==> src/dmc_pkg.sv <==
// ============================================================================
// dmc_pkg: shared definitions for the direct-mapped write-back cache
// Geometry constants, field widths, request kind codes and the command and
// status bundles that pass between the controller and the datapath.
// ============================================================================
package dmc_pkg;

  // Cache and memory geometry. The memory spans the whole address space, so
  // every memory address is simply the address bits.
  localparam int LINES          = 8;
  localparam int WORDS_PER_LINE = 4;
  localparam int MEMORY_WORDS   = 256;

  localparam int KIND_W  = 2;
  localparam int ADDR_W  = 8;
  localparam int DATA_W  = 32;
  localparam int OFF_W   = $clog2(WORDS_PER_LINE);
  localparam int IDX_W   = $clog2(LINES);
  localparam int TAG_W   = ADDR_W - OFF_W - IDX_W;
  localparam int LINE_AW = IDX_W + OFF_W;

  // Request kinds.
  localparam logic [KIND_W-1:0] KIND_READ   = 2'd0;
  localparam logic [KIND_W-1:0] KIND_WRITE  = 2'd1;
  localparam logic [KIND_W-1:0] KIND_DIRECT = 2'd2;

  // Commands from the controller to the datapath.
  typedef struct packed {
    logic              load_req;   // capture the accepted request
    logic              lookup;     // record hit and write-back flags
    logic              evict;      // read one victim word for write-back
    logic              fill_rd;    // read one memory word for the line fill
    logic              install;    // mark the line valid with the new tag
    logic              acc;        // perform the word access
    logic              clear_wr;   // zero one memory word after reset
    logic              load_out;   // load the result register
    logic [ADDR_W-1:0] cnt;        // word or memory counter
  } dmc_cmd_t;

  // Status from the datapath to the controller.
  typedef struct packed {
    logic cached;
    logic hit;
    logic victim_valid;
  } dmc_sts_t;

endpackage

==> src/dmc_ctrl.sv <==
// ============================================================================
// dmc_ctrl: cache controller
// Sequences the memory clearing pass, lookup, write-back, fill, access and
// result hand-off, and owns the handshake flags of both channels.
// ============================================================================
module dmc_ctrl (
  input  logic              clk,
  input  logic              rst_n,
  input  logic              in_valid,
  output logic              in_ready,
  output logic              out_valid,
  input  logic              out_ready,
  input  dmc_pkg::dmc_sts_t sts,
  output dmc_pkg::dmc_cmd_t cmd
);
  import dmc_pkg::*;

  localparam logic [2:0] S_CLEAR   = 3'd0;
  localparam logic [2:0] S_IDLE    = 3'd1;
  localparam logic [2:0] S_LOOKUP  = 3'd2;
  localparam logic [2:0] S_EVICT   = 3'd3;
  localparam logic [2:0] S_FILL    = 3'd4;
  localparam logic [2:0] S_INSTALL = 3'd5;
  localparam logic [2:0] S_ACCESS  = 3'd6;
  localparam logic [2:0] S_RESP    = 3'd7;

  logic [2:0]        state_r, state_nxt;
  logic [ADDR_W-1:0] cnt_r, cnt_nxt;
  logic              out_valid_r, out_valid_nxt;
  logic              word_last;

  assign word_last = (cnt_r[OFF_W-1:0] == OFF_W'(WORDS_PER_LINE - 1));

  always_comb begin
    cmd       = '0;
    cmd.cnt   = cnt_r;
    state_nxt = state_r;
    cnt_nxt   = cnt_r;
    unique case (state_r)
      S_CLEAR: begin
        cmd.clear_wr = 1'b1;
        cnt_nxt      = cnt_r + ADDR_W'(1);
        if (&cnt_r) begin
          state_nxt = S_IDLE;
        end
      end
      S_IDLE: begin
        if (in_valid) begin
          cmd.load_req = 1'b1;
          state_nxt    = S_LOOKUP;
        end
      end
      S_LOOKUP: begin
        cmd.lookup = 1'b1;
        cnt_nxt    = '0;
        if (sts.cached && !sts.hit) begin
          state_nxt = sts.victim_valid ? S_EVICT : S_FILL;
        end else begin
          state_nxt = S_ACCESS;
        end
      end
      S_EVICT: begin
        cmd.evict = 1'b1;
        if (word_last) begin
          cnt_nxt   = '0;
          state_nxt = S_FILL;
        end else begin
          cnt_nxt = cnt_r + ADDR_W'(1);
        end
      end
      S_FILL: begin
        cmd.fill_rd = 1'b1;
        if (word_last) begin
          cnt_nxt   = '0;
          state_nxt = S_INSTALL;
        end else begin
          cnt_nxt = cnt_r + ADDR_W'(1);
        end
      end
      S_INSTALL: begin
        cmd.install = 1'b1;
        state_nxt   = S_ACCESS;
      end
      S_ACCESS: begin
        cmd.acc   = 1'b1;
        state_nxt = S_RESP;
      end
      S_RESP: begin
        if (!out_valid_r || out_ready) begin
          cmd.load_out = 1'b1;
          state_nxt    = S_IDLE;
        end
      end
      default: begin
        state_nxt = S_IDLE;
      end
    endcase
  end

  assign out_valid_nxt = cmd.load_out | (out_valid_r & ~out_ready);

  always_ff @(posedge clk) begin
    if (!rst_n) begin
      state_r     <= S_CLEAR;
      cnt_r       <= '0;
      out_valid_r <= 1'b0;
    end else begin
      state_r     <= state_nxt;
      cnt_r       <= cnt_nxt;
      out_valid_r <= out_valid_nxt;
    end
  end

  assign in_ready  = (state_r == S_IDLE);
  assign out_valid = out_valid_r;

endmodule

==> config.mk <==
export PLATFORM = sky130hd
export DESIGN_NAME = dmc_ctrl
export DESIGN_NICKNAME = d
export VERILOG_FILES = /design/src/dmc_pkg.sv /design/src/dmc_ctrl.sv
export SDC_FILE = /design/constraint.sdc
export NUM_CORES = 1
export LEC_CHECK = 0
export BUFFER_PORTS_ARGS = -buffer_cell sky130_fd_sc_hd__buf_2
export CORE_ASPECT_RATIO = 0.75
export CORE_MARGIN = 8
export CORE_UTILIZATION = 50
export DETAILED_ROUTE_END_ITERATION = 8
export GPL_TIMING_DRIVEN = 0
export PLACE_DENSITY = 0.75
export REMOVE_ABC_BUFFERS = 1
export SYNTH_ARGS = -nofsm -noshare
export SYNTH_HDL_FRONTEND = slang
export SYNTH_SLANG_ARGS = --single-unit
==> constraint.sdc <==
create_clock -name clk -period 1.75 [get_ports clk]
set_clock_uncertainty 0.1 [all_clocks]
set_input_delay 0.0875 -clock clk [delete_from_list [all_inputs] [get_ports clk]]
set_output_delay 0.0875 -clock clk [all_outputs]
set_load 0.05 [all_outputs]
[After elaboration in Yosys (flattened, before gate mapping)]
Cells that the tools add are included.
Widths: inputs -> output; s select.
Word-level totals
  word-level logic and storage cells: 49
  flip-flop bits (word level): 12
  output and inout port bits: 18
  input port bits: 7
Operators by class
  reduce and logical (&&, ||, !) cells: 9
  add/subtract/negate cells: 1
  equal/unequal tests: 13
  bitwise operators: 3
  muxes and demuxes: 20
Operators with widths (count)
  $pmux 3 s8: 1
  $pmux 8 s3: 1
  $mux 3: 7
  $eq 3x3->1 const B: 4
  $mux 1: 10
  $ne 2x2->1 const B: 5
  $add 8x1->8 const B: 1
  $mux 8: 1
  $reduce_and 8->1: 1
  $eq 3x2->1 const B: 2
  $reduce_and 5->1: 1
  $eq 3x1->1 const B: 1
  $logic_not 3->1: 1
  $reduce_bool 3->1: 1
  $eq 2x2->1 const B: 1
  $logic_not 1->1: 2
  $reduce_or 2->1: 1
  $and 1x1->1: 1
  $logic_and 1x1->1: 1
  $logic_or 1x1->1: 1
  $not 1->1: 1
  $or 1x1->1: 1

[Logic depth before layout (Yosys ltp)]
  word-level depth: 5
  depth in mapped cells: 7
  gate-level depth less buffers: 6

[Worst setup path after synthesis]
No wires, ideal clock.
  path kind: register to register
  start: register state_r[1]
  end: register state_r[0]
  arrival time: 2.138 ns
  path slack: -0.606 ns
  path buffers: 2
  cell stages (with the launch flop): 6
  data required time: 1.533 ns
  cells stage by stage: dfxtp_1 -> buf_6 -> buf_2 -> nor3_1 -> o21ai_0 -> a32o_1
On the way
  cells in the longest elaborated chain, start to end: 3
RTL lines
  start: declaration: RTL line dmc_ctrl.sv:27  | logic [2:0] state_r, state_nxt;
  start signal: assignment: RTL line dmc_ctrl.sv:108  | state_r <= state_nxt;
  $eq 3x3->1 (tied with other cells): RTL line dmc_ctrl.sv:39  | unique case (state_r)
  $ne 2x2->1 (no line)
  $reduce_and 5->1 (no line)
Parallel ways exist; a longest one is shown, timed or not.
A chain may end at the register's enable or synchronous reset.

[Final worst setup path]
  start: register cnt_r[0]
  end: register cnt_r[2]
On the way
  cells in the longest elaborated chain, start to end: 3
RTL lines
  start: declaration: RTL line dmc_ctrl.sv:28  | logic [ADDR_W-1:0] cnt_r, cnt_nxt;
  start signal: assignment: RTL line dmc_ctrl.sv:109  | cnt_r <= cnt_nxt;
  $add 8x1->8 / $eq 2x2->1 (equally long branches)
  $mux 8: RTL line dmc_ctrl.sv:64, dmc_ctrl.sv:73
  $pmux 8 s3 *: RTL line dmc_ctrl.sv:39
Every way passes the cells marked *; elsewhere a longest branch is shown, timed or not.

==> results by group <==
Yosys
  – Synth warn: 0
  – Cell taking the most area after synthesis: dfxtp_1
  – Synth async-reset ratio: 0
  – Synth top area share: 0.275
  – Post-synth EDFFs: 0
  – Synth unique cells: 42
  – Most used DFF post-synth: dfxtp_1
  – Yosys reg bits: 12
  – Syn Area/Cell: 7.87 µm²
  – Top cells by area, synth: dfxtp_1, nor2b_1, o21ai_0
  – Gate Count Post-Synth: 111
  – Sequential fraction of the synthesis area: 0.275
  – Synthesized cell area: 873 µm²

Power and ir drop
  – Sw frac: 0.501
  – Peak supply drop: 1.01 mV
  – Pwr/cell area: 1310 nW/µm²
  – Switching Power: 697 µW
  – Total leakage power: 0.431 nW
  – Power share of the combinational group: 0.496
  – Part of the power in the clock network: 0.170
  – Seq pwr share: 0.334
  – Pint: 694 µW

Drt
  – Vias per cell: 6.06
  – 1st-iter DRT viols: 29
  – Routed wire length: 2.43 mm
  – DRC: 0
  – Met3 WL: 119 µm
  – DR top layer: met4
  – Via count: 933
  – Met1 Wirelength: 1.16 mm
  – Antenna viol nets, final: 0
  – Drt wl/cell: 15.8 µm
  – Wire length on met2: 1.15 mm
  – DR pass1 iterations: 4

Final layout
  – Post-route cell area: 1060 µm²
  – Layout cells sized above 1: 0.288
  – N_diodes: 0
  – Commonest non-fill, non-tap cell in the layout: buf_2
  – Nets: 142
  – Area growth syn-to-layout: 21.2%
  – Most frequent cells in the layout: buf_2, dfxtp_1, nor2b_1, o21ai_0

STA
  – Hold Fails Final Rpt: 0
  – Hold_ws: 11.4 ps
  – Final min period: 1640 ps
  – Final period utilization: 0.935
  – TNS Setup: 0 ps
  – Unrepaired setup endpoints after global routing: false
  – Worst-margin pin slew: 426 ps
  – Rel. slew slack: 0.708
  – Slew Viols, Final: 0
  – Final setup vio count: 0
  – Fmax: 0.611 GHz

Floorplanning
  – Die Y: 52.2 µm
  – Core area: 1690 µm²
  – # IOs: 25
  – Die X: 64.3 µm
  – Cell Rows: 13
  – DIE AREA: 3350 µm²
  – Initial Utilization: 0.516

Clock network
  – Clock root cell: clkbuf_4
  – CTS max path bufs: 2
  – Worst skew pair latency: 290 ps
  – CTS tree: built
  – Htree depth: 1
  – Clk slew on worst S/H paths: 90 ps
  – CTS sink count: 12
  – CTS Buf Count: 3

Worst hold path
  – Hold Path Depth: 2
  – Hold path endpoint: state_r[1]$_SDFFE_PN0P_
  – Worst hold start: rst_n
  – Hold Crit Class: input port to flip-flop

Place
  – Number of I/O port buffers: 24
  – DP Wirelength: 1.61 mm
  – GPL Wtd Cong: 0.767
  – DP Area: 976 µm²

Worst setup path
  – Critical path peak fanout: 9
  – Cells along the critical path: ha_4, inv_1, ha_1, mux2_2, a21oi_1, a21oi_1
  – Max incr delay on CP: 450 ps
  – Reg2Reg Capture Point: cnt_r[2]$_SDFFE_PN0P_
  – WP data required: 1820 ps
  – Worst flop-to-flop path startpoint: cnt_r[0]$_SDFFE_PN0P_
  – Critical Path AT: 1710 ps
  – Critical path's slowest cell: dfxtp_1
  – Worst R2R Path Depth: 6
  – Critical path class: flip-flop to flip-flop
  – Internal reg-to-reg setup slack: 110 ps
  – Top cell by count, worst path: a21oi_1
  – Startpoint types: flip-flop
  – CP Capture Type: flip-flop

Global routing
  – Total gr overflow: 0
  – Initial antenna violation count: 0
  – First-pass GRT wire length: 3.71 mm
  – Largest net degree at the start of global routing: 23
  – Tot GR Track Use: 0.138
  – Vias in the first global route: 815

Outcome
  – Outcome: finished, final reports clean

Flow run
  – Max-cap viol count: 0
[critical path, delay by kind of cell (launching register included)]
| family | cells | cell delay, ps |
|---|---|---|
| DFF | 1 | 450 |
| adders and majority gates | 2 | 410 |
| muxes | 1 | 260 |
| AOI/OAI and AO/OA | 2 | 240 |
| buffers and inverters | 1 | 60 |
[power by group through the flow]
| stage | Clock, mW | Sequential [mW] | Combinational [mW] |
|---|---|---|---|
| after floorplan | 0 | 0.498 | 0.437 |
| after global placement | 0 | 0.448 | 0.625 |
| after detailed placement | 0 | 0.453 | 0.642 |
| after CTS | 0.238 | 0.452 | 0.655 |
| after global routing | 0.258 | 0.474 | 0.740 |
| final | 0.236 | 0.464 | 0.690 |
[cell usage after synthesis, types with 2 or more instances]
cell type	instances
nand4_1	4
clkbuf_1	5
mux2i_1	2
nor2b_1	7
nand4b_1	3
inv_1	5
or3_1	2
and2_1	3
nand2_1	6
nand3b_1	2
nor3_1	6
nand2b_1	4
a21oi_1	4
nor2_1	5
buf_2	3
dfxtp_1	12
and3b_1	2
ha_1	2
nand3_1	5
o21ai_0	7
[registers in the layout (all words and copies together) (netlist names)]
name	count
state_r	3
cnt_r	8
out_valid	1
[metrics by stage]
stage / worst slack (ps) / cells / utilization / power [mW]
after floorplan: -566 / 102 / - / 0.935
after global placement: -62.4 / 148 / 0.577 / 1.07
after detailed placement: -107 / 148 / 0.577 / 1.10
after CTS: 5.89 / 153 / 0.611 / 1.35
after global routing: 23.8 / 154 / 0.626 / 1.47
final: 114 / 154 / 0.626 / 1.39
[worst max-delay path by stage]
stage,slack (ps),endpoint,cells past startpoint,from
finish,110,cnt_r[2]$_SDFFE_PN0P_,6,cnt_r[0]$_SDFFE_PN0P_
global route,20,cnt_r[2]$_SDFFE_PN0P_,6,cnt_r[0]$_SDFFE_PN0P_
CTS,6,cmd[14],3,state_r[1]$_SDFFE_PN0P_
detailed placement,-110,cnt_r[6]$_SDFFE_PN0P_,3,state_r[1]$_SDFFE_PN0P_
global placement,-60,cnt_r[6]$_SDFFE_PN0P_,3,state_r[1]$_SDFFE_PN0P_
floorplan,-570,state_r[0]$_SDFFE_PN0P_,3,state_r[0]$_SDFFE_PN0P_
[final cells by class]
type / count / area, µm²
Tap cell: 22 / 27.5
Clock buffer: 4 / 36.3
Fill cell: 171 / 633
Timing Repair Buffer: 26 / 140
Inverter: 5 / 18.8
Multi-Input combinational cell: 85 / 584
Sequential cell: 12 / 251
[layer usage]
metal	vias to the layer above	track usage
met4	0	0.0397
met2	21	0.224
met5	-	0
met3	2	0.0556
li1	450	-
met1	460	0.167
[timing repair]
action,CTS,global route
setup endpoints to repair,14,6
hold endpoints to repair,1,0
buffers inserted,0,1
resized for setup,6,4
hold buffers,1,0
pin swaps,0,0
[cell families (layout without fill, tap and decap cells)]
group | count (synthesis) | in the layout | share of synthesized area
and+or+nand+nor | 55 | 55 | 0.384
AOI/OAI and AO/OA | 23 | 23 | 0.176
buffers and inverters | 14 | 35 | 0.0731
DFF | 12 | 12 | 0.275
muxes | 4 | 4 | 0.0530
adders and majority gates | 2 | 2 | 0.0286
xor gates and xnor gates | 1 | 1 | 0.0100
Note: power is estimated with default switching activity, not from simulation.
